**src/sv/ssched_pkg.sv**
```systemverilog
`timescale 1ns / 1ps
// ----------------------------------------------------------------------------
// ssched_pkg
// Shared constants, codes and types of the stride scheduler.
// ----------------------------------------------------------------------------
package ssched_pkg;

   localparam int CLIENTS    = 16;
   localparam int SLOT_W     = 4;
   localparam int LEN_W      = 5;
   localparam int STRIDE_ONE = 32768;
   localparam int TOTAL_W    = 21;
   localparam int PROD_W     = 48;
   localparam int DIVR_W     = 21;
   localparam int DIV_STEPS  = 48;
   localparam int CNT_W      = 6;

   localparam logic [2:0] MODE_NEW       = 3'd0;
   localparam logic [2:0] MODE_UNBLOCK   = 3'd1;
   localparam logic [2:0] MODE_SET_TICK  = 3'd2;
   localparam logic [2:0] MODE_EXIT      = 3'd3;
   localparam logic [2:0] MODE_PICK      = 3'd4;
   localparam logic [2:0] MODE_BLOCKED   = 3'd5;
   localparam logic [2:0] MODE_REQUEUE   = 3'd6;
   localparam logic [2:0] MODE_NOT_READY = 3'd7;

   localparam logic [2:0] ST_OK         = 3'd0;
   localparam logic [2:0] ST_UNKNOWN    = 3'd1;
   localparam logic [2:0] ST_ZERO_TICK  = 3'd2;
   localparam logic [2:0] ST_SLOT_USED  = 3'd3;
   localparam logic [2:0] ST_NO_CURRENT = 3'd4;

   localparam logic REG_QUANTUM  = 1'b0;
   localparam logic REG_PEDANTIC = 1'b1;

   typedef struct packed {
      logic [2:0]  mode;
      logic [3:0]  slot;
      logic [15:0] tickets;
      logic [31:0] now;
      logic [30:0] run_time;
   } req_type;

   typedef struct packed {
      logic [2:0] status;
      logic [3:0] chosen_slot;
      logic       chosen_valid;
      logic       wake_on_block;
      logic [4:0] queued_count;
   } rsp_type;

   typedef struct packed {
      logic [SLOT_W-1:0] slot;
      logic [31:0]       pass;
   } cell_data_type;

   typedef struct packed {
      logic              put;
      logic              take;
      logic [SLOT_W-1:0] slot;
      logic [31:0]       pass;
   } cell_ctl_type;

endpackage

```
**src/sv/ssched_cell.sv**
```systemverilog
`timescale 1ns / 1ps
// ----------------------------------------------------------------------------
// ssched_cell
// One run queue entry: sorted insert shifts right, removal shifts left.
// ----------------------------------------------------------------------------
module ssched_cell (
   input  logic                      clock,
   input  ssched_pkg::cell_ctl_type  ctl,
   input  logic                      valid,
   input  ssched_pkg::cell_data_type left_data,
   input  ssched_pkg::cell_data_type right_data,
   input  logic                      chain_in,
   output ssched_pkg::cell_data_type data,
   output logic                      chain_out
);
   import ssched_pkg::*;

   cell_data_type data_ff, data_in;
   logic          hit;

   always_comb begin
      if (ctl.put) begin
         hit = !valid || ($signed(ctl.pass) <= $signed(data_ff.pass));
      end else begin
         hit = valid && (data_ff.slot == ctl.slot);
      end
      chain_out = chain_in | hit;
      data_in   = data_ff;
      if (ctl.put) begin
         if (chain_in) begin
            data_in = left_data;
         end else if (hit) begin
            data_in = '{slot: ctl.slot, pass: ctl.pass};
         end
      end else if (ctl.take && chain_out) begin
         data_in = right_data;
      end
   end

   always_ff @(posedge clock) begin
      data_ff <= data_in;
   end

   assign data = data_ff;

endmodule

```
**config.mk**
```make
export PLATFORM = sky130hd
export DESIGN_NAME = ssched_cell
export DESIGN_NICKNAME = d
export VERILOG_FILES = /design/src/sv/ssched_pkg.sv /design/src/sv/ssched_cell.sv
export SDC_FILE = /design/constraint.sdc
export NUM_CORES = 1
export LEC_CHECK = 0
export BUFFER_PORTS_ARGS = -buffer_cell sky130_fd_sc_hd__buf_2
export CAP_MARGIN = 20
export CORE_MARGIN = 2
export CORE_UTILIZATION = 49
export DETAILED_ROUTE_END_ITERATION = 10
export GPL_TIMING_DRIVEN = 1
export PLACE_DENSITY = 0.89
export SLEW_MARGIN = 15
export SYNTH_ARGS = -nofsm -noshare
export SYNTH_HDL_FRONTEND = slang
export SYNTH_SLANG_ARGS = --single-unit
```
**constraint.sdc**
```tcl
create_clock -name clock -period 6.94 [get_ports clock]
set_input_delay 1.388 -clock clock [delete_from_list [all_inputs] [get_ports clock]]
set_output_delay 1.388 -clock clock [all_outputs]
set_load 0.01 [all_outputs]
```
# Word level (Yosys, flattened, before mapping)
# Index checks and enable logic that the tools add are counted.
# word_totals
register_bits	36
latch_bits	0
ramBits	0
romBits	0
out_inout_bits	37
word_cells	17
memories	0
# classes
addsub	0
mul	0
div	0
order_cmp	1
n_eq_ne	2
shift	0
muxes	5
bitwise_logic	1
reduce_logical	6
# ops
cell	count
36-bit 2-to-1 mux	4
32-bit less-or-equal comparator	1
4-bit == test	1
3-bit by 1-bit inequality test with 1-bit output, second input constant	1
1-bit logical AND	2
2-bit AND reduction	1
2-bit nonzero test	1
1-bit logical NOT	1
1-bit logical OR	1
1-bit 2-to-1 mux	1
1-bit bitwise OR	1

# Logic depth before layout (Yosys ltp)
# logic_depth
depth_word	7
depth_mapped	9

# Least setup slack after synthesis
# No wires, ideal clock.
# synth_path
path_kind	input to register
start	in ctl[21] in the netlist's numbering
end	reg data_ff (netlist bit data[0]) (enable)
setup_ps	441
t_arrival_ps	4674
path_slack_ps	1825
cell_stages	8
path_buffers	0
path_cell_list	ha_1 > a211oi_2 > nor2_1 > a2111oi_4 > o31ai_2 > o31a_1 > o2111a_1 > a21oi_1
# synth_via
elab_chain_cells	7
elab_cells_between_ends	8
# synth_rtl
element	line	source
start, declared	ssched_cell.sv:8	input ssched_pkg::cell_ctl_type ctl,
32-bit less-or-equal comparator (*)	ssched_cell.sv:23	hit = !valid || ($signed(ctl.pass) <= $signed(data_ff.pass));
1-bit logical OR (*)	ssched_cell.sv:23	
1-bit 2-to-1 mux (*)	ssched_cell.sv:22	if (ctl.put) begin
1-bit bitwise OR	ssched_cell.sv:27	chain_out = chain_in | hit;
1-bit logical AND	ssched_cell.sv:35	end else if (ctl.take && chain_out) begin
2-bit nonzero test (no source line)	-	
2-bit AND reduction (no source line) (*)	-	
end signal, assigned	ssched_cell.sv:41	data_ff <= data_in;
end, declared	ssched_cell.sv:18	cell_data_type data_ff, data_in;
# Mark *: on every way between the ends. The rest lies on a longest branch, timed or not.
# A chain may end at the register's enable or synchronous reset.

# Worst setup path after layout
# layout_path
start	in ctl[31] in the netlist's numbering
end	out chain_out
# layout_via
elab_chain_cells	4
# layout_rtl
element	line	source
32-bit less-or-equal comparator	ssched_cell.sv:23	
1-bit logical OR	ssched_cell.sv:23	
1-bit 2-to-1 mux	ssched_cell.sv:22	
1-bit bitwise OR	ssched_cell.sv:27	
end, declared	ssched_cell.sv:14	output logic chain_out
# Every way passes these cells.

==> summary.txt <==
Detailed routing
  – DRC: 0
  – Via density: ~5.1
  – Final ANT Viol Nets: 0
  – Drt wl/cell: 13.3 um
  – TritonRoute pass-1 iters: 4
  – DR vias: roughly 2,500
  – DRT iter0 DRCs: 108
  – Routed WL: 6630 um

Worst hold path
  – Hold WC Path Type: reg -> reg
  – Worst hold start: data[32]$_DFFE_PP_
  – Worst Hold Depth: 4

Clocking
  – Clock tree buffer depth: 2
  – Cts bufs inserted: 5
  – CTS Root Buffer Type: clkbuf_8
  – Gates resized, CTS repair: 0
  – TritonCTS clock tree: built
  – Post-CTS Setup Inserts: 0
  – Cts hold-fix bufs: 0
  – CTS Sinks: 36
  – Clock Latency Late Sink: 0.28 ns
  – H-tree Lvls: 2
  – Worst-path clk slew: 0.07 ns

Job
  – Max-Cap Viols: 0

STA
  – Unrepaired setup endpoints after global routing: no
  – Tcrit/Tclk final: between 70% and 80%
  – Slack of the critical path: around 1.9 ns
  – F_max: 198 MHz
  – Clk_skew: approximately 0.0045 ns
  – Worst Tran Pin Value: slightly above 0.7 ns
  – Slew headroom: 51.1%
  – Final min period: 5.05 ns
  – Fin. max-slew vios: 0
  – Final Hold Fails: 0
  – Total negative slack: 0 ns
  – Final setup fails: 0

Synth
  – Syn_nets: about 420
  – Post-synthesis sequential area ratio: between 30% and 40%
  – Seq cells post-synth: 36
  – Mapped cell area: approximately 2700 sq um
  – Cells after Synth: approximately 280
  – Unique masters post-synth: 33
  – Number of synthesis warnings: 0
  – Mapped Avg Cell Area: between 9 and 10 sq um

GRT
  – Antenna violations before repair: 0
  – Total GRT Usage: between 20% and 30%
  – First-pass GRT wire length: about 11,000 um
  – Grt total ovfl: 0
  – Vias in the first global route: 2,478
  – Largest net degree at the start of global routing: 74

Critical path
  – Startpoint type of the worst setup path: input port
  – Critical Path AT: 3.66 ns
  – Worst path required time: roughly 5.6 ns
  – Setup CP Type: in -> out
  – CP Capture Type: primary output
  – Worst flop-to-flop path startpoint: data[31]$_DFFE_PP_
  – Worst Setup SP: ctl[31]
  – CP Max Fanout: 4
  – R2R cell count: 9

Power
  – Total power: around 0.00062 W
  – Switch share: between 30 and 40%
  – Switching Power: about 0.00019 W
  – Pwr dens: ~170 nW/um^2
  – Seq pwr share: 45.1%
  – Clock share of power: a little under a quarter
  – Internal power: between 0.0004 and 0.0005 W
  – Pleak: ~1.9 nW
  – Comb pwr share: about a third
  – Worst VDD drop: 0.111 mV

Die
  – Die Area: 6200 sq um
  – Initial Util: between 50% and 60%
  – Core area: roughly 5400 sq um
  – DIE HEIGHT: 78.7 um
  – Die width: between 70 and 80 um
  – Io pins: 150
  – Std cell rows: 27

Finish
  – Final instance area: ~3600 sq um
  – Layout Nets: 571
  – Post-route insts no fill: approximately 500
  – FILL cells: 430
  – Share of cells above drive strength 1: 38.2%
  – Max reg flops: 36
  – Area Growth Syn to Fin: 33.4%
  – N_diodes: 0

Place
  – Number of port buffers: between 100 and 150
  – Post-Place Cells: 490
  – DP Worst Slack: 1.88 ns
  – Final HPWL DP: between 5000 and 6000 um
  – Placed cell areas: ~3500 sq um
  – GPL Wtd Cong: a little under 0.8

Run status
  – Outcome: finished clean
path summary, 6_finish.rpt:
check,end,slack (ns)
max reg2reg,data[17]$_DFFE_PP_,3.65
max,chain_out,1.89
min reg2reg,data[30]$_DFFE_PP_,1.27
min,data[30]$_DFFE_PP_,1.27
per-layer routing:
layer  wire [um]  GRT usage [%]
met1        2770           26.9
met2        3310           38.5
met3         442           4.09
met4         105           7.72
met5           0              0
power groups by stage:
stage | sequential (W) | combinational [W] | clock, W
final | 0.000281 | 0.000200 | 0.000141
after global routing | 0.000284 | 0.000226 | 0.000156
after CTS | 0.000282 | 0.000199 | 0.000147
after detailed placement | 0.000286 | 0.000197 | 0
after global placement | 0.000285 | 0.000189 | 0
after floorplan | 0.000298 | 0.000104 | 0
synthesized netlist by cell type (all sizes together):
cell | number | area (sq um)
nor2 | 39 | 146
o21ai | 3 | 18.8
nor4 | 2 | 12.5
o31a | 2 | 17.5
nor3 | 1 | 5.00
buf | 5 | 30.0
xor2 | 3 | 26.3
ha | 32 | 400
a211oi | 1 | 12.5
mux2i | 36 | 360
a21boi | 2 | 15.0
a21oi | 49 | 245
inv | 34 | 128
xnor2 | 1 | 8.76
nand3 | 4 | 20.0
nand2b | 1 | 6.26
o211ai | 1 | 12.5
nand4 | 8 | 50.1
clkbuf | 7 | 26.3
a21o | 3 | 22.5
o311a | 1 | 10.0
a41oi | 1 | 8.76
nor2b | 1 | 6.26
a2111oi | 1 | 27.5
and2b | 1 | 7.51
o31ai | 1 | 12.5
edfxtp | 36 | 1080
nand2 | 2 | 7.51
o2111a | 1 | 11.3
stage by stage:
stage | hold slack, ns | utilization, %
2_1_floorplan | 1.61 | -
3_3_place_gp | 1.39 | 65.1
3_5_place_dp | 1.40 | 65.1
4_1_cts | 1.41 | 66.6
5_1_grt | 1.36 | 67.1
6_report | 1.27 | 67.1
cell families (layout without fill, tap and decap cells):
logic type	after synthesis	after routing	share of synthesized area (%)
XOR/XNOR	4	4	1.28
multiplexers	36	36	13.2
buffers and inverters	46	194	6.72
AO/OA/AOI/OAI	66	66	15.1
flip-flops	36	36	39.5
AND/OR/NAND/NOR	59	59	9.56
adder cells (fa/ha/maj)	32	32	14.6
final cells by class:
cell class | instances | area [sq um] | share of cell area, %
multi-input combinational | 197 | 1480 | 40.6
timing repair buffer | 152 | 788 | 21.6
clock inverter | 1 | 3.75 | 0.103
inverter | 34 | 128 | 3.50
tap | 72 | 90.1 | 2.47
clock buffer | 7 | 76.3 | 2.09
sequential | 36 | 1080 | 29.6
worst max-delay path: stages:
cell,delay [ns]
buf_2,0.11
ha_1,0.34
nand4_1,0.15
nor4_1,0.69
o311a_1,0.31
nor4_1,0.06
o2111a_1,0.27
a21oi_1,0.17
buf_2,0.16
cell usage in the layout, fill, tap and decap left out, drive strengths merged, types with 2 or more instances in the layout:
master | Yosys | layout
nand3 | 4 | 4
nand4 | 8 | 8
xor2 | 3 | 3
nor2 | 39 | 39
edfxtp | 36 | 36
nor4 | 2 | 2
buf | 5 | 152
clkbuf | 7 | 7
inv | 34 | 34
o31a | 2 | 2
a21oi | 49 | 49
mux2i | 36 | 36
a21boi | 2 | 2
o21ai | 3 | 3
ha | 32 | 32
a21o | 3 | 3
nand2 | 2 | 2
No activity file was read; power rests on OpenSTA's default activity.
