### config.mk
export PLATFORM = sky130hd
export DESIGN_NAME = ssched_div
export DESIGN_NICKNAME = d
export VERILOG_FILES = /design/src/sv/ssched_pkg.sv /design/src/sv/ssched_div.sv
export SDC_FILE = /design/constraint.sdc
export NUM_CORES = 1
export LEC_CHECK = 0
export BUFFER_PORTS_ARGS = -buffer_cell sky130_fd_sc_hd__buf_2
export CELL_PAD_IN_SITES_DETAIL_PLACEMENT = 0
export CELL_PAD_IN_SITES_GLOBAL_PLACEMENT = 1
export CORE_MARGIN = 4
export CORE_UTILIZATION = 45
export CTS_CLUSTER_SIZE = 10
export DETAILED_ROUTE_END_ITERATION = 6
export PLACE_DENSITY_LB_ADDON = 0.1
export REMOVE_ABC_BUFFERS = 1
export SETUP_SLACK_MARGIN = 0.4
export SKIP_CTS_REPAIR_TIMING = 1
export SLEW_MARGIN = 5
export SYNTH_ARGS = -nofsm -noshare
export SYNTH_HDL_FRONTEND = slang
export SYNTH_SLANG_ARGS = --single-unit
### constraint.sdc
create_clock -name clock -period 6.9 [get_ports clock]
set_input_delay 2.07 -clock clock [delete_from_list [all_inputs] [get_ports clock]]
set_output_delay 2.07 -clock clock [all_outputs]
set_load 0.02 [all_outputs]
### src/sv/ssched_pkg.sv
`timescale 1ns / 1ps
// ----------------------------------------------------------------------------
// ssched_pkg
// Shared constants, codes and types of the stride scheduler.
// ----------------------------------------------------------------------------
package ssched_pkg;

   localparam int CLIENTS    = 16;
   localparam int SLOT_W     = 4;
   localparam int LEN_W      = 5;
   localparam int STRIDE_ONE = 32768;
   localparam int TOTAL_W    = 21;
   localparam int PROD_W     = 48;
   localparam int DIVR_W     = 21;
   localparam int DIV_STEPS  = 48;
   localparam int CNT_W      = 6;

   localparam logic [2:0] MODE_NEW       = 3'd0;
   localparam logic [2:0] MODE_UNBLOCK   = 3'd1;
   localparam logic [2:0] MODE_SET_TICK  = 3'd2;
   localparam logic [2:0] MODE_EXIT      = 3'd3;
   localparam logic [2:0] MODE_PICK      = 3'd4;
   localparam logic [2:0] MODE_BLOCKED   = 3'd5;
   localparam logic [2:0] MODE_REQUEUE   = 3'd6;
   localparam logic [2:0] MODE_NOT_READY = 3'd7;

   localparam logic [2:0] ST_OK         = 3'd0;
   localparam logic [2:0] ST_UNKNOWN    = 3'd1;
   localparam logic [2:0] ST_ZERO_TICK  = 3'd2;
   localparam logic [2:0] ST_SLOT_USED  = 3'd3;
   localparam logic [2:0] ST_NO_CURRENT = 3'd4;

   localparam logic REG_QUANTUM  = 1'b0;
   localparam logic REG_PEDANTIC = 1'b1;

   typedef struct packed {
      logic [2:0]  mode;
      logic [3:0]  slot;
      logic [15:0] tickets;
      logic [31:0] now;
      logic [30:0] run_time;
   } req_type;

   typedef struct packed {
      logic [2:0] status;
      logic [3:0] chosen_slot;
      logic       chosen_valid;
      logic       wake_on_block;
      logic [4:0] queued_count;
   } rsp_type;

   typedef struct packed {
      logic [SLOT_W-1:0] slot;
      logic [31:0]       pass;
   } cell_data_type;

   typedef struct packed {
      logic              put;
      logic              take;
      logic [SLOT_W-1:0] slot;
      logic [31:0]       pass;
   } cell_ctl_type;

endpackage

### src/sv/ssched_div.sv
`timescale 1ns / 1ps
// ----------------------------------------------------------------------------
// ssched_div
// Restoring unsigned divider, one quotient bit per cycle.
// ----------------------------------------------------------------------------
module ssched_div (
   input  logic                          clock,
   input  logic                          reset,
   input  logic                          start,
   input  logic [ssched_pkg::PROD_W-1:0] dividend,
   input  logic [ssched_pkg::DIVR_W-1:0] divisor,
   output logic                          done,
   output logic [ssched_pkg::PROD_W-1:0] quotient
);
   import ssched_pkg::*;

   logic              run_ff, run_in;
   logic              done_ff, done_in;
   logic [CNT_W-1:0]  cnt_ff, cnt_in;
   logic [PROD_W-1:0] dvd_ff, dvd_in;
   logic [DIVR_W-1:0] rem_ff, rem_in;
   logic [DIVR_W-1:0] dvs_ff, dvs_in;
   logic [DIVR_W:0]   trial;
   logic              qbit;

   always_comb begin
      trial  = {rem_ff, dvd_ff[PROD_W-1]};
      qbit   = trial >= {1'b0, dvs_ff};
      run_in = run_ff;
      done_in = 1'b0;
      cnt_in = cnt_ff;
      dvd_in = dvd_ff;
      rem_in = rem_ff;
      dvs_in = dvs_ff;
      if (start) begin
         run_in = 1'b1;
         cnt_in = '0;
         dvd_in = dividend;
         rem_in = '0;
         dvs_in = divisor;
      end else if (run_ff) begin
         dvd_in = {dvd_ff[PROD_W-2:0], qbit};
         rem_in = qbit ? DIVR_W'(trial - {1'b0, dvs_ff}) : trial[DIVR_W-1:0];
         cnt_in = cnt_ff + 1'b1;
         if (cnt_ff == CNT_W'(DIV_STEPS - 1)) begin
            run_in  = 1'b0;
            done_in = 1'b1;
         end
      end
   end

   always_ff @(posedge clock) begin
      if (reset) begin
         run_ff  <= 1'b0;
         done_ff <= 1'b0;
      end else begin
         run_ff  <= run_in;
         done_ff <= done_in;
      end
   end

   always_ff @(posedge clock) begin
      cnt_ff <= cnt_in;
      dvd_ff <= dvd_in;
      rem_ff <= rem_in;
      dvs_ff <= dvs_in;
   end

   assign done     = done_ff;
   assign quotient = dvd_ff;

endmodule

# Yosys cells after proc, flatten, opt, wreduce, memory -nomap -nowiden
# Cells that the tools add are included.
dict set report classes {
  n_addsub 2
  order_cmp 1
  n_eq_ne 1
  mux 7
  bitwise_logic 1
  reduce_logical 2
}
# op count
set ops {}
lappend ops {{2-to-1 mux 48 bit} 2}
lappend ops {{greater-or-equal comparator 22 x 21 -> 1 bit} 1}
lappend ops {{2-to-1 mux 21 bit} 1}
lappend ops {{subtractor 21 bit} 1}
lappend ops {{adder 6 x 1 -> 6 bit, second input constant} 1}
lappend ops {{== test 6 bit, second input constant} 1}
lappend ops {{2-to-1 mux 1 bit} 4}
lappend ops {{OR reduction 3 bit} 1}
lappend ops {{nonzero test 2 bit} 1}
lappend ops {{NOT 1 bit} 1}
dict set report word_totals {
  reg_bits 98
  input_bits 72
  output_inout_bits 49
  wordCells 20
}

# Longest topological paths before layout
# Gate-level depths: netlist (run 1).
dict set report logic_depth {
  word_depth 4
  mapped_depth 11
  mapped_depth_nobuf 10
}

# Least setup slack after synthesis (run 1)
# OpenSTA, ideal clock, no wires.
dict set report synth_path {
  path_type {input to register}
  start {input port start}
  end {register dvd_ff[0], in the netlist quotient[0] (enable)}
  setup_ps 384
  arrival_time_ps 3289
  required_ps 6516
  path_slack_ps 3226
  stages 3
  path_buffers 2
  path_cell_list {clkbuf_1 -> clkbuf_1 -> or2_2}
}
dict set report synth_between {
  elab_chain_cells 1
}
# item line_no
set synth_rtl {}
lappend synth_rtl {{start, declared} ssched_div.sv:9} ;# input logic start,
lappend synth_rtl {{nonzero test 2 bit (no line)} --}
lappend synth_rtl {{end signal, assigned} ssched_div.sv:64} ;# dvd_ff <= dvd_in;
lappend synth_rtl {{end, declared} ssched_div.sv:20} ;# logic [PROD_W-1:0] dvd_ff, dvd_in;
# No other way between the ends.
# A chain may end at the register's enable or synchronous reset.

# Worst setup path in the final report (run 1)
dict set report layout_path {
  start {input port start}
  end {register dvd_ff[47], in the netlist quotient[47] (enable)}
}
# The elaborated chain is that of the path after synthesis.

==> results of run 1 <==
## stage by stage
stage / hold slack [ps] / instances / util (%) / area, um2
detailed placement: 487 / 696 / 53.4 / 5890
global route: 506 / 712 / 56.1 / 6190
finish: 501 / 712 / 56.1 / 6190
floorplan: 452 / 433 / - / 5090
global placement: 471 / 696 / 53.4 / 5890
CTS: 497 / 712 / 56.1 / 6190
## kinds of logic after synthesis
kind of cell / after synthesis / synth area share, %
and+or+nand+nor: 118 / 11.6
AOI/OAI and AO/OA: 98 / 13.3
DFF: 98 / 51.2
muxes: 57 / 12.2
buffers and inverters: 44 / 3.33
adders and majority gates: 23 / 5.70
xor gates and xnor gates: 16 / 2.71
## registers in the layout, summed over array words and instances, names as in the netlist
name	count
run_ff	1
dvs_ff	21
done	1
rem_ff	21
quotient	48
cnt_ff	6
## metal layers
layer  up-vias  GRT usage (%)  share of wire (%)  wire (um)
met3        13           5.95                8.4       1010
met5         -              0                  0          0
met2       125           27.5                 44       5250
met1      1818           25.6                 46       5530
met4         0           6.89                1.6        191
li1       1935              -                  -          -
## area by class of cell
| class | count | area [um2] | area share [%] |
|---|---|---|---|
| clock buffers | 10 | 229 | 3.70 |
| clock inverters | 6 | 67.6 | 1.09 |
| inverters | 23 | 86.3 | 1.40 |
| multi-input cells | 312 | 2350 | 38.0 |
| flip-flops and latches | 98 | 2650 | 42.9 |
| well taps | 140 | 175 | 2.83 |
| repair buffers | 123 | 626 | 10.1 |
## power by group through the flow
| stage | combinational [mW] | sequential [mW] | clock [mW] |
|---|---|---|---|
| final | 0.335 | 0.720 | 0.503 |
| after CTS | 0.337 | 0.720 | 0.517 |
| after global routing | 0.370 | 0.726 | 0.535 |
| after detailed placement | 0.336 | 0.731 | 0 |
| after floorplan | 0.185 | 0.767 | 0 |
| after global placement | 0.331 | 0.731 | 0 |
## worst paths after layout
| kind | slack, ps | to | depth (start not counted) |
|---|---|---|---|
| setup / recovery | 3240 | quotient[47] | 2 |
| hold / removal | 500 | cnt_ff[5] | 2 |
| setup reg to reg | 3540 | quotient[0] | 9 |
| hold reg to reg | 500 | cnt_ff[5] | 2 |
## cell usage in the layout (no fill, tap or decap), types with 4 or more instances in the layout
cell,n
sky130_fd_sc_hd__mux2_2,48
sky130_fd_sc_hd__edfxtp_1,69
sky130_fd_sc_hd__o21ai_0,19
sky130_fd_sc_hd__buf_2,119
sky130_fd_sc_hd__a21o_1,7
sky130_fd_sc_hd__a21oi_1,26
sky130_fd_sc_hd__nand2_1,31
sky130_fd_sc_hd__nor2_1,37
sky130_fd_sc_hd__nand4_1,7
sky130_fd_sc_hd__nand3_1,7
sky130_fd_sc_hd__xor2_1,7
sky130_fd_sc_hd__a211oi_1,10
sky130_fd_sc_hd__inv_1,23
sky130_fd_sc_hd__mux2i_1,9
sky130_fd_sc_hd__a311oi_1,6
sky130_fd_sc_hd__clkbuf_16,9
sky130_fd_sc_hd__buf_4,4
sky130_fd_sc_hd__nor3b_1,6
sky130_fd_sc_hd__xnor2_1,9
sky130_fd_sc_hd__dfxtp_1,29
sky130_fd_sc_hd__ha_1,22
==> impl_metrics.py, run 1 <==
metrics = {
    "outcome": {
        "status": "finished, final reports clean",
    },
    "logic_synthesis": {
        "synth_area_leaders": "sky130_fd_sc_hd__edfxtp_1 (40%), sky130_fd_sc_hd__dfxtp_1 (11%), sky130_fd_sc_hd__mux2_2 (10%)",
        "synth_async_sr_flop_share_pct": 0,
        "synthFlopType": "sky130_fd_sc_hd__edfxtp_1",
        "netlist_area_um2": 5180,
        "post_synth.cell_area_avg_um2": 11.4,
        "most_frequent_cell_after_synthesis": "sky130_fd_sc_hd__edfxtp_1",
        "fraction_of_synthesized_cell_area_taken_by_the_top_area_cell_type_pct": 40.0,
        "synthesized_instance_count": 454,
        "yosysUniqueCellTypes": 59,
        "synth_enable_flop_cells": 69,
        "seq_area_frac_synth_pct": 51.2,
        "synthDominantAreaCellType": "sky130_fd_sc_hd__edfxtp_1",
        "synth_common_cells": "sky130_fd_sc_hd__edfxtp_1 (69), sky130_fd_sc_hd__mux2_2 (48), sky130_fd_sc_hd__nor2_1 (37)",
        "ys_seq_elements": 98,
        "warnings_synthesis": 0,
    },
    "global_routing": {
        "initial_antenna_violation_count": 0,
        "grt_pass1_vias": 3861,
        "wire_length_of_the_first_global_routing_pass_mm": 19.4,
        "grt-ovfl-total": 0,
        "grt_start_max_net_pins": 57,
        "global_routing_usage_summed_across_all_routing_layers_pct": 18.6,
    },
    "routing": {
        "detail_route.vias_per_cell": 5.46,
        "drc": 0,
        "drt_wl_total_mm": 12.0,
        "detail-route-antenna-nets": 0,
        "drt_pass1_iterations": 4,
        "wire_per_inst_um": 16.8,
        "via_count": 3891,
        "drt_iter0_markers": 240,
    },
    "worst_setup_path": {
        "end_kind": "flip-flop",
        "setup.worst_path.start": "start",
        "critPathArrivalTime_ps": 3620,
        "timing.critical_path.fanout_max": 56,
        "worstSetupPathType": "in2reg",
        "cp_num_buf_inv": 1,
        "critPathLaunchType": "input port",
        "cp_slowest_cell": "sky130_fd_sc_hd__or2_2",
        "timing.critical_path.max_delay_family": "simple AND/OR/NAND/NOR gates",
        "worstReg2RegStart": "quotient[47]",
        "cpPeakStageDelay_ps": 980,
        "timing.critical_path.required_ps": 6860,
        "worstPathCellList": "buf_4 > or2_2",
    },
    "timing": {
        "clock-skew-final_ps": 6.57,
        "fin_setup_tns_ps": 0,
        "rsz_0062_raised_after_global_routing": "false",
        "hold_viol_final": 0,
        "final-max-slew-violation-count": 0,
        "max_freq_ghz": 0.273,
        "post-route-period-util_pct": 53.0,
        "fin_ws_ps": 3240,
        "final_period_minus_worst_setup_slack_ps": 3660,
        "worst_slew_pin_slew_ps": 1120,
        "max-slew-margin-rel_pct": 25.5,
        "setup-violations-final": 0,
    },
    "power_and_ir_drop": {
        "power_density_nw_per_um2": 252,
        "power.ir.vdd_worst_v": 0.000159,
        "internal_power_mw": 1.11,
        "pwr-share-seq_pct": 46.2,
        "p_total_mw": 1.56,
        "fraction_of_power_spent_switching_nets_pct": 28.7,
        "clock_power_share_pct": 32.3,
        "combinationalPowerShare_pct": 21.5,
        "p_leak_nw": 2.56,
        "switching_power_mw": 0.448,
    },
    "placed_design": {
        "pre_cts_slack_ps": 2870,
        "dp_hpwl_mm": 8.65,
        "place_congestion": 0.864,
        "place.port_buffers": 120,
    },
    "floorplan": {
        "core.rowCount": 38,
        "floorplan.io_pins": 121,
        "die_width_um": 115,
        "initial_utilization_pct": 46.9,
        "total_die_area_um2": 13300,
        "fp.coreArea_um2": 11000,
        "dieHeight_um": 115,
    },
    "final_layout": {
        "fin_nets": 662,
        "drive_above_1_share_pct": 34.6,
        "fillerInstances": 970,
        "n_antenna_cell": 0,
        "area_growth_syn_to_layout_pct": 19.5,
    },
    "clock_network": {
        "cts_max_path_buffers": 2,
        "clk_root_buffer_cell": "sky130_fd_sc_hd__clkbuf_16",
        "cts_sinks": 98,
        "cts_buffers": 9,
        "clkTransAtPathRegs_ps": 70,
        "tritoncts_clock_tree": "built",
        "clock_network_latency_to_the_later_pin_of_the_worst_skew_pair_ps": 340,
        "cts-htree-levels": 3,
    },
    "min_path": {
        "worst_hold_startpoint": "cnt_ff[5]",
        "hp-class": "reg2reg",
    },
    "job": {
        "maxCapViolCount": 0,
    },
}
Note: power is estimated with default switching activity, not from simulation.
==> run 2, diff against run 1 <==
--- a/config.mk
+++ b/config.mk
@@ -5,11 +5,12 @@
 export SDC_FILE = /design/constraint.sdc
 export NUM_CORES = 1
 export LEC_CHECK = 0
+export ABC_AREA = 1
 export BUFFER_PORTS_ARGS = -buffer_cell sky130_fd_sc_hd__buf_2
 export CELL_PAD_IN_SITES_DETAIL_PLACEMENT = 0
 export CELL_PAD_IN_SITES_GLOBAL_PLACEMENT = 1
 export CORE_MARGIN = 4
-export CORE_UTILIZATION = 45
+export CORE_UTILIZATION = 40
 export CTS_CLUSTER_SIZE = 10
 export DETAILED_ROUTE_END_ITERATION = 6
 export PLACE_DENSITY_LB_ADDON = 0.1
==> constraint.sdc (replaced) <==
create_clock -name clock -period 3.65 [get_ports clock]
set_input_delay 1.095 -clock clock [delete_from_list [all_inputs] [get_ports clock]]
set_output_delay 1.095 -clock clock [all_outputs]
set_load 0.02 [all_outputs]
==> run 2 against run 1 <==
  * Setup slack got worse by 2100 ps
  * Power rose by 76%
  * Die area rose by 20%
  * Count of clock-buffer cells in the layout did not move
  * Via count rose by 23%
  * Cell count rose by 43%
  * Cell area rose by 7.7%
  * Sequential power rose by 85%
  * Worst hold slack got worse by 28 ps
  * Largest power group unchanged
==> impl_metrics.py, run 2 <==
metrics = {
    "final_layout": {
        "ff_latch_area_um2": 2650,
        "stdcell_count": 1017,
        "multiInputGateArea_um2": 2450,
        "layout.cells.most_common": "sky130_fd_sc_hd__nand2_1",
        "fillerInstances": 1398,
        "largest_reg_flops": 48,
        "final_cell_area_um2": 6670,
        "highest_count_cells_in_the_layout_ignoring_fill_and_taps": "sky130_fd_sc_hd__nand2_1 (300), sky130_fd_sc_hd__buf_2 (120), sky130_fd_sc_hd__inv_1 (96)",
        "fin_nets": 931,
        "area_growth_syn_to_layout_pct": 19.2,
        "n_antenna_cell": 0,
        "drive_above_1_share_pct": 20.5,
    },
    "worst_setup_path": {
        "worstReg2RegStart": "quotient[47]",
        "critPathArrivalTime_ps": 2770,
        "timing.critical_path.required_ps": 3930,
        "end_kind": "flip-flop",
        "cp_slowest_cell": "sky130_fd_sc_hd__fa_1",
        "timing.critical_path.fanout_max": 24,
        "timing.critical_path.max_delay_family": "simple AND/OR/NAND/NOR gates",
        "critPathLaunchType": "flip-flop",
        "cp_num_buf_inv": 2,
        "r2r.worst_path.cells": 13,
        "critical_path_cell_count": 13,
        "crit-reg2reg-capture": "rem_ff[3]",
        "worstPathCellList": "inv_1 > ha_1 > inv_1 > fa_1 > nand2_1 > nand3_2 > nand2_2 > nand2_2 > nand2_4 > nand2_4 > nand2_1 > nand3_1 > o21ai_1",
        "cpPeakStageDelay_ps": 470,
        "setup.reg_to_reg.worst_slack_ps": 1160,
        "worstSetupPathType": "reg2reg",
    },
    "placed_design": {
        "dp.cells": 1001,
        "dpl_cell_area_um2": 6350,
        "dp_hpwl_mm": 9.95,
        "place.port_buffers": 120,
        "place_congestion": 0.851,
    },
    "logic_synthesis": {
        "synth_async_sr_flop_share_pct": 0,
        "most_frequent_cell_after_synthesis": "sky130_fd_sc_hd__nand2_1",
        "largest_family_of_logic_cells_by_synthesized_area": "simple AND/OR/NAND/NOR gates",
        "yosysUniqueCellTypes": 35,
        "seq_area_frac_synth_pct": 47.4,
        "post_synthesis_mux_area_share_pct": 0,
        "netlist_area_um2": 5590,
        "post_synth_xor_area_fraction_pct": 1.41,
        "synthFlopType": "sky130_fd_sc_hd__edfxtp_1",
        "synth_compound_area_share_pct": 3.11,
        "synthDominantAreaCellType": "sky130_fd_sc_hd__edfxtp_1",
        "synth_common_cells": "sky130_fd_sc_hd__nand2_1 (300), sky130_fd_sc_hd__inv_1 (97), sky130_fd_sc_hd__edfxtp_1 (69)",
        "fraction_of_synthesized_cell_area_taken_by_the_top_area_cell_type_pct": 37.0,
        "ys_seq_elements": 98,
        "yosys.area_share.adder_pct": 5.28,
        "synthesized_instance_count": 720,
        "synthSimpleGateAreaFrac_pct": 34.0,
        "post_synth.cell_area_avg_um2": 7.77,
        "warnings_synthesis": 0,
        "synth_area_leaders": "sky130_fd_sc_hd__edfxtp_1 (37%), sky130_fd_sc_hd__nand2_1 (20%), sky130_fd_sc_hd__dfxtp_1 (10%)",
        "synth_enable_flop_cells": 69,
    },
    "clock_network": {
        "clk_root_buffer_cell": "sky130_fd_sc_hd__clkbuf_16",
        "cts-htree-levels": 3,
        "clkTransAtPathRegs_ps": 70,
        "tritoncts_clock_tree": "built",
        "cts_buffers": 9,
        "cts_sinks": 98,
        "clock_network_latency_to_the_later_pin_of_the_worst_skew_pair_ps": 350,
        "cts_max_path_buffers": 2,
    },
    "routing": {
        "drt_iter0_markers": 284,
        "drt_wl_total_mm": 13.4,
        "detail-route-antenna-nets": 0,
        "drc": 0,
        "wire_per_inst_um": 13.2,
        "drt_pass1_iterations": 5,
        "via_count": 4793,
        "detail_route.vias_per_cell": 4.71,
    },
    "timing": {
        "final_period_minus_worst_setup_slack_ps": 2490,
        "final-max-slew-violation-count": 0,
        "hold_viol_final": 0,
        "fin_setup_tns_ps": 0,
        "max_freq_ghz": 0.402,
        "setup-violations-final": 0,
        "post-route-period-util_pct": 68.2,
        "max-slew-margin-rel_pct": 46.4,
        "rsz_0062_raised_after_global_routing": "false",
        "clock-skew-final_ps": 6.75,
        "worst_slew_pin_slew_ps": 803,
    },
    "floorplan": {
        "floorplan.io_pins": 121,
        "core.rowCount": 42,
        "dieHeight_um": 126,
        "total_die_area_um2": 15900,
        "initial_utilization_pct": 41.6,
        "die_width_um": 126,
        "fp.coreArea_um2": 13500,
    },
    "global_routing": {
        "grt_start_max_net_pins": 56,
        "initial_antenna_violation_count": 0,
        "grt-ovfl-total": 0,
        "wire_length_of_the_first_global_routing_pass_mm": 22.5,
        "grt_pass1_vias": 4698,
        "global_routing_usage_summed_across_all_routing_layers_pct": 17.4,
    },
    "power_and_ir_drop": {
        "power_density_nw_per_um2": 411,
        "power.ir.vdd_worst_v": 0.000247,
        "p_leak_nw": 3.48,
        "p_total_mw": 2.74,
    },
    "min_path": {
        "terminating_pin_of_the_worst_hold_path": "rem_ff[20]",
        "hp-class": "reg2reg",
        "timing.hold.worst_path_depth": 2,
        "worst_hold_startpoint": "rem_ff[20]",
    },
    "outcome": {
        "status": "finished, final reports clean",
    },
    "job": {
        "maxCapViolCount": 0,
    },
}
run 2: changes by cell type in the layout (fill, tap and decap cells not counted), moves of 11 or more:
| cell | before | now |
|---|---|---|
| sky130_fd_sc_hd__mux2_2 | 48 | 0 |
| sky130_fd_sc_hd__nand2_2 | 1 | 12 |
| sky130_fd_sc_hd__inv_1 | 23 | 96 |
| sky130_fd_sc_hd__o21ai_0 | 19 | 4 |
| sky130_fd_sc_hd__nand2_1 | 31 | 300 |
| sky130_fd_sc_hd__a21oi_1 | 26 | 15 |
| sky130_fd_sc_hd__nand3_1 | 7 | 52 |
run 2: cells by family (layout without fill, tap and decap cells):
logic type	count (synthesis)	count (layout)
AO/OA/AOI/OAI	32	32
XOR/XNOR	9	9
adder cells (fa/ha/maj)	23	23
buffers and inverters	120	241
flip-flops	98	98
AND/OR/NAND/NOR	438	438
run 2: area by class of cell:
| cell class | count | area share (%) |
|---|---|---|
| sequential | 98 | 39.8 |
| multi-input combinational | 502 | 36.8 |
| timing repair buffer | 125 | 9.76 |
| inverter | 100 | 5.63 |
| clock buffer | 10 | 3.43 |
| tap | 176 | 3.30 |
| clock inverter | 6 | 1.33 |
run 2: worst max-delay path by stage:
stage,endpoint,slack (ps),startpoint
after floorplan,quotient[0],680,start
after global placement,rem_ff[20],1090,start
after detailed placement,rem_ff[17],1050,start
after CTS,rem_ff[7],1130,quotient[47]
after global routing,rem_ff[3],910,quotient[47]
final,rem_ff[3],1160,quotient[47]
run 2: routing by layer:
layer | vias up | global-route usage [%] | part of all wire, %
li1 | 2501 | - | -
met1 | 2168 | 23.2 | 48
met2 | 112 | 27.8 | 45
met3 | 12 | 4.83 | 6.1
met4 | 0 | 4.73 | 1.2
met5 | - | 0 | 0
run 2: through the flow:
step | hold slack [ps] | util, % | setup slack, ps
detailed placement | 463 | 47.2 | 1050
global placement | 458 | 47.2 | 1090
global route | 492 | 49.6 | 909
finish | 473 | 49.6 | 1160
CTS | 474 | 49.6 | 1130
floorplan | 444 | - | 677
run 2: worst reg2reg max path: cells and delay by family, from the launching register on:
family / cells / cell delay (ps)
DFF: 1 / 380
AOI/OAI and AO/OA: 1 / 110
buffers and inverters: 2 / 170
adders and majority gates: 2 / 620
and+or+nand+nor: 8 / 1140
run 2: power breakdown:
| part | switching (mW) | internal [mW] |
|---|---|---|
| combinational | 0.258 | 0.137 |
| sequential | 0.0402 | 1.29 |
| clock | 0.415 | 0.605 |
==> run 3, diff against run 2 <==
==> constraint.sdc (replaced) <==
create_clock -name clock -period 2.6 [get_ports clock]
set_input_delay 0.78 -clock clock [delete_from_list [all_inputs] [get_ports clock]]
set_output_delay 0.78 -clock clock [all_outputs]
set_load 0.02 [all_outputs]
==> run 3 against run 2 <==
  * Critical path depth up 1
  * Sequential power up 40%
  * Cell count up 1.7%
  * Via count down 1.1%
  * Combinational power up 45%
  * Maximum frequency up 20%
  * Non-clock buffer count up 16
  * Power up 49%
  * Global-route usage about the same
  * Die area unchanged
  * Count of clock-buffer cells in the layout down 1
==> impl_metrics.py, run 3 (synthesis gave the netlist of run 2 again) <==
metrics = {
    "routing": {
        "drt_iter0_markers": 271,
        "wire_per_inst_um": 13.2,
        "drc": 0,
        "drt_wl_total_mm": 13.6,
        "detail-route-antenna-nets": 0,
        "detail_route.vias_per_cell": 4.59,
        "via_count": 4742,
        "drt_pass1_iterations": 6,
    },
    "final_layout": {
        "stdcell_count": 1034,
        "layout.cells.most_common": "sky130_fd_sc_hd__nand2_1",
        "utilization_pct": 52.2,
        "n_antenna_cell": 0,
        "highest_count_cells_in_the_layout_ignoring_fill_and_taps": "sky130_fd_sc_hd__nand2_1 (299), sky130_fd_sc_hd__buf_2 (120), sky130_fd_sc_hd__inv_1 (94)",
        "largest_reg_flops": 48,
        "area_growth_syn_to_layout_pct": 25.5,
        "fin_nets": 948,
        "drive_above_1_share_pct": 24.1,
    },
    "clock_network": {
        "tritoncts_clock_tree": "built",
        "cts_buffers": 9,
        "cts-htree-levels": 3,
        "clk_root_buffer_cell": "sky130_fd_sc_hd__clkbuf_16",
        "clkTransAtPathRegs_ps": 70,
        "clock_network_latency_to_the_later_pin_of_the_worst_skew_pair_ps": 350,
        "cts_sinks": 98,
        "cts_max_path_buffers": 2,
    },
    "power_and_ir_drop": {
        "power_density_nw_per_um2": 583,
        "clock_power_share_pct": 40.6,
        "fraction_of_power_spent_switching_nets_pct": 25.3,
        "internal_power_mw": 3.06,
        "combinationalPowerShare_pct": 14.0,
        "power.ir.vdd_worst_v": 0.000298,
        "p_total_mw": 4.09,
        "switching_power_mw": 1.03,
        "pwr-share-seq_pct": 45.4,
        "p_leak_nw": 3.61,
    },
    "global_routing": {
        "initial_antenna_violation_count": 0,
        "grt_pass1_vias": 4760,
        "met1_usage_pct": 22.9,
        "wire_length_of_the_first_global_routing_pass_mm": 22.6,
        "grt-ovfl-total": 0,
        "grt.met3_usage_pct": 5.21,
        "global_routing_usage_summed_across_all_routing_layers_pct": 17.4,
        "grt_start_max_net_pins": 56,
        "groute.layer.met2.usage_pct": 27.6,
        "grt_busiest_layer": "met2",
    },
    "worst_setup_path": {
        "r2r.worst_path.cells": 14,
        "setup.reg_to_reg.worst_slack_ps": 530,
        "crit-reg2reg-capture": "rem_ff[3]",
        "timing.critical_path.fanout_max": 10,
        "critPathArrivalTime_ps": 2360,
        "critPathLaunchType": "flip-flop",
        "worstSetupPathType": "reg2reg",
        "worstReg2RegStart": "quotient[47]",
        "timing.critical_path.required_ps": 2890,
        "end_kind": "flip-flop",
    },
    "job": {
        "maxCapViolCount": 0,
    },
    "min_path": {
        "hp-class": "reg2reg",
        "terminating_pin_of_the_worst_hold_path": "rem_ff[15]",
        "worst_hold_startpoint": "rem_ff[15]",
        "timing.hold.worst_path_depth": 2,
    },
    "floorplan": {
        "core.rowCount": 42,
        "fp.coreArea_um2": 13500,
        "initial_utilization_pct": 41.6,
        "floorplan.io_pins": 121,
        "total_die_area_um2": 15900,
        "die_width_um": 126,
        "dieHeight_um": 126,
    },
    "timing": {
        "worst_hold_slack_ps": 474,
        "post-route-period-util_pct": 79.7,
        "max-slew-margin-rel_pct": 49.3,
        "hold_viol_final": 0,
        "setup-violations-final": 0,
        "worst_slew_pin_slew_ps": 760,
        "clock-skew-final_ps": 6.48,
        "rsz_0062_raised_after_global_routing": "false",
        "max_freq_ghz": 0.483,
        "final_period_minus_worst_setup_slack_ps": 2070,
        "final-max-slew-violation-count": 0,
        "fin_setup_tns_ps": 0,
    },
    "outcome": {
        "status": "finished, final reports clean",
    },
    "placed_design": {
        "place_congestion": 0.833,
        "dp.cells": 1005,
        "place.port_buffers": 120,
        "dp_hpwl_mm": 10.0,
    },
}
## run 3: changes by cell type in the layout (fill, tap and decap cells not counted), sizes merged
cell    delta
buf       +16
bufinv     +2
clkinv     -2
clkbuf     -1
inv        +1
nand2      +1
## run 3: power by group through the flow
| stage | clock [mW] | combinational, mW | sequential, mW |
|---|---|---|---|
| global route | 1.76 | 0.643 | 1.87 |
| detailed placement | 0 | 0.566 | 1.89 |
| CTS | 1.71 | 0.565 | 1.86 |
| floorplan | 0 | 0.242 | 1.98 |
| global placement | 0 | 0.560 | 1.89 |
| finish | 1.66 | 0.572 | 1.86 |
## run 3: final cells by class
cell class                      count  area (um2)
Tap cell                          176         220
Timing Repair Buffer              141         853
Fill cell                        1339        6430
Clock buffer                        9         225
Multi-Input combinational cell    503        2550
Sequential cell                    98        2650
Clock inverter                      7         149
Inverter                          100         375
## run 3: worst max-delay path by stage
stage	startpoint	end	cells past startpoint
floorplan	start	quotient[0]	2
global placement	quotient[47]	rem_ff[3]	13
detailed placement	quotient[47]	rem_ff[2]	13
CTS	quotient[47]	rem_ff[0]	13
global route	quotient[47]	rem_ff[12]	14
finish	quotient[47]	rem_ff[3]	14
## run 3: metal layers
metal | wire (um) | up-vias
met5 | 0 | -
met4 | 262 | 0
met2 | 6160 | 101
met1 | 6440 | 2083
li1 | - | 2540
met3 | 774 | 18
## run 3: critical path, cell delays in order (launching register included)
cell and delay, ps:
sky130_fd_sc_hd__edfxtp_1 410, sky130_fd_sc_hd__inv_2 80, sky130_fd_sc_hd__ha_2 170, sky130_fd_sc_hd__inv_2 50, sky130_fd_sc_hd__fa_2 390, sky130_fd_sc_hd__nand2_2 90, sky130_fd_sc_hd__nand3_2 70, sky130_fd_sc_hd__nand2_2 90
sky130_fd_sc_hd__nand2_4 80, sky130_fd_sc_hd__nand2_8 140, sky130_fd_sc_hd__buf_12 130, sky130_fd_sc_hd__nand2_8 90, sky130_fd_sc_hd__nand2_1 70, sky130_fd_sc_hd__nand3_1 60, sky130_fd_sc_hd__o21ai_1 90
## run 3: through the flow
stage          cell area, um2  setup WS (ps)
3_3_place_gp             6390            349
3_5_place_dp             6390            264
5_1_grt                  7020            384
2_1_floorplan            5480          -58.2
6_report                 7020            528
4_1_cts                  6770            235
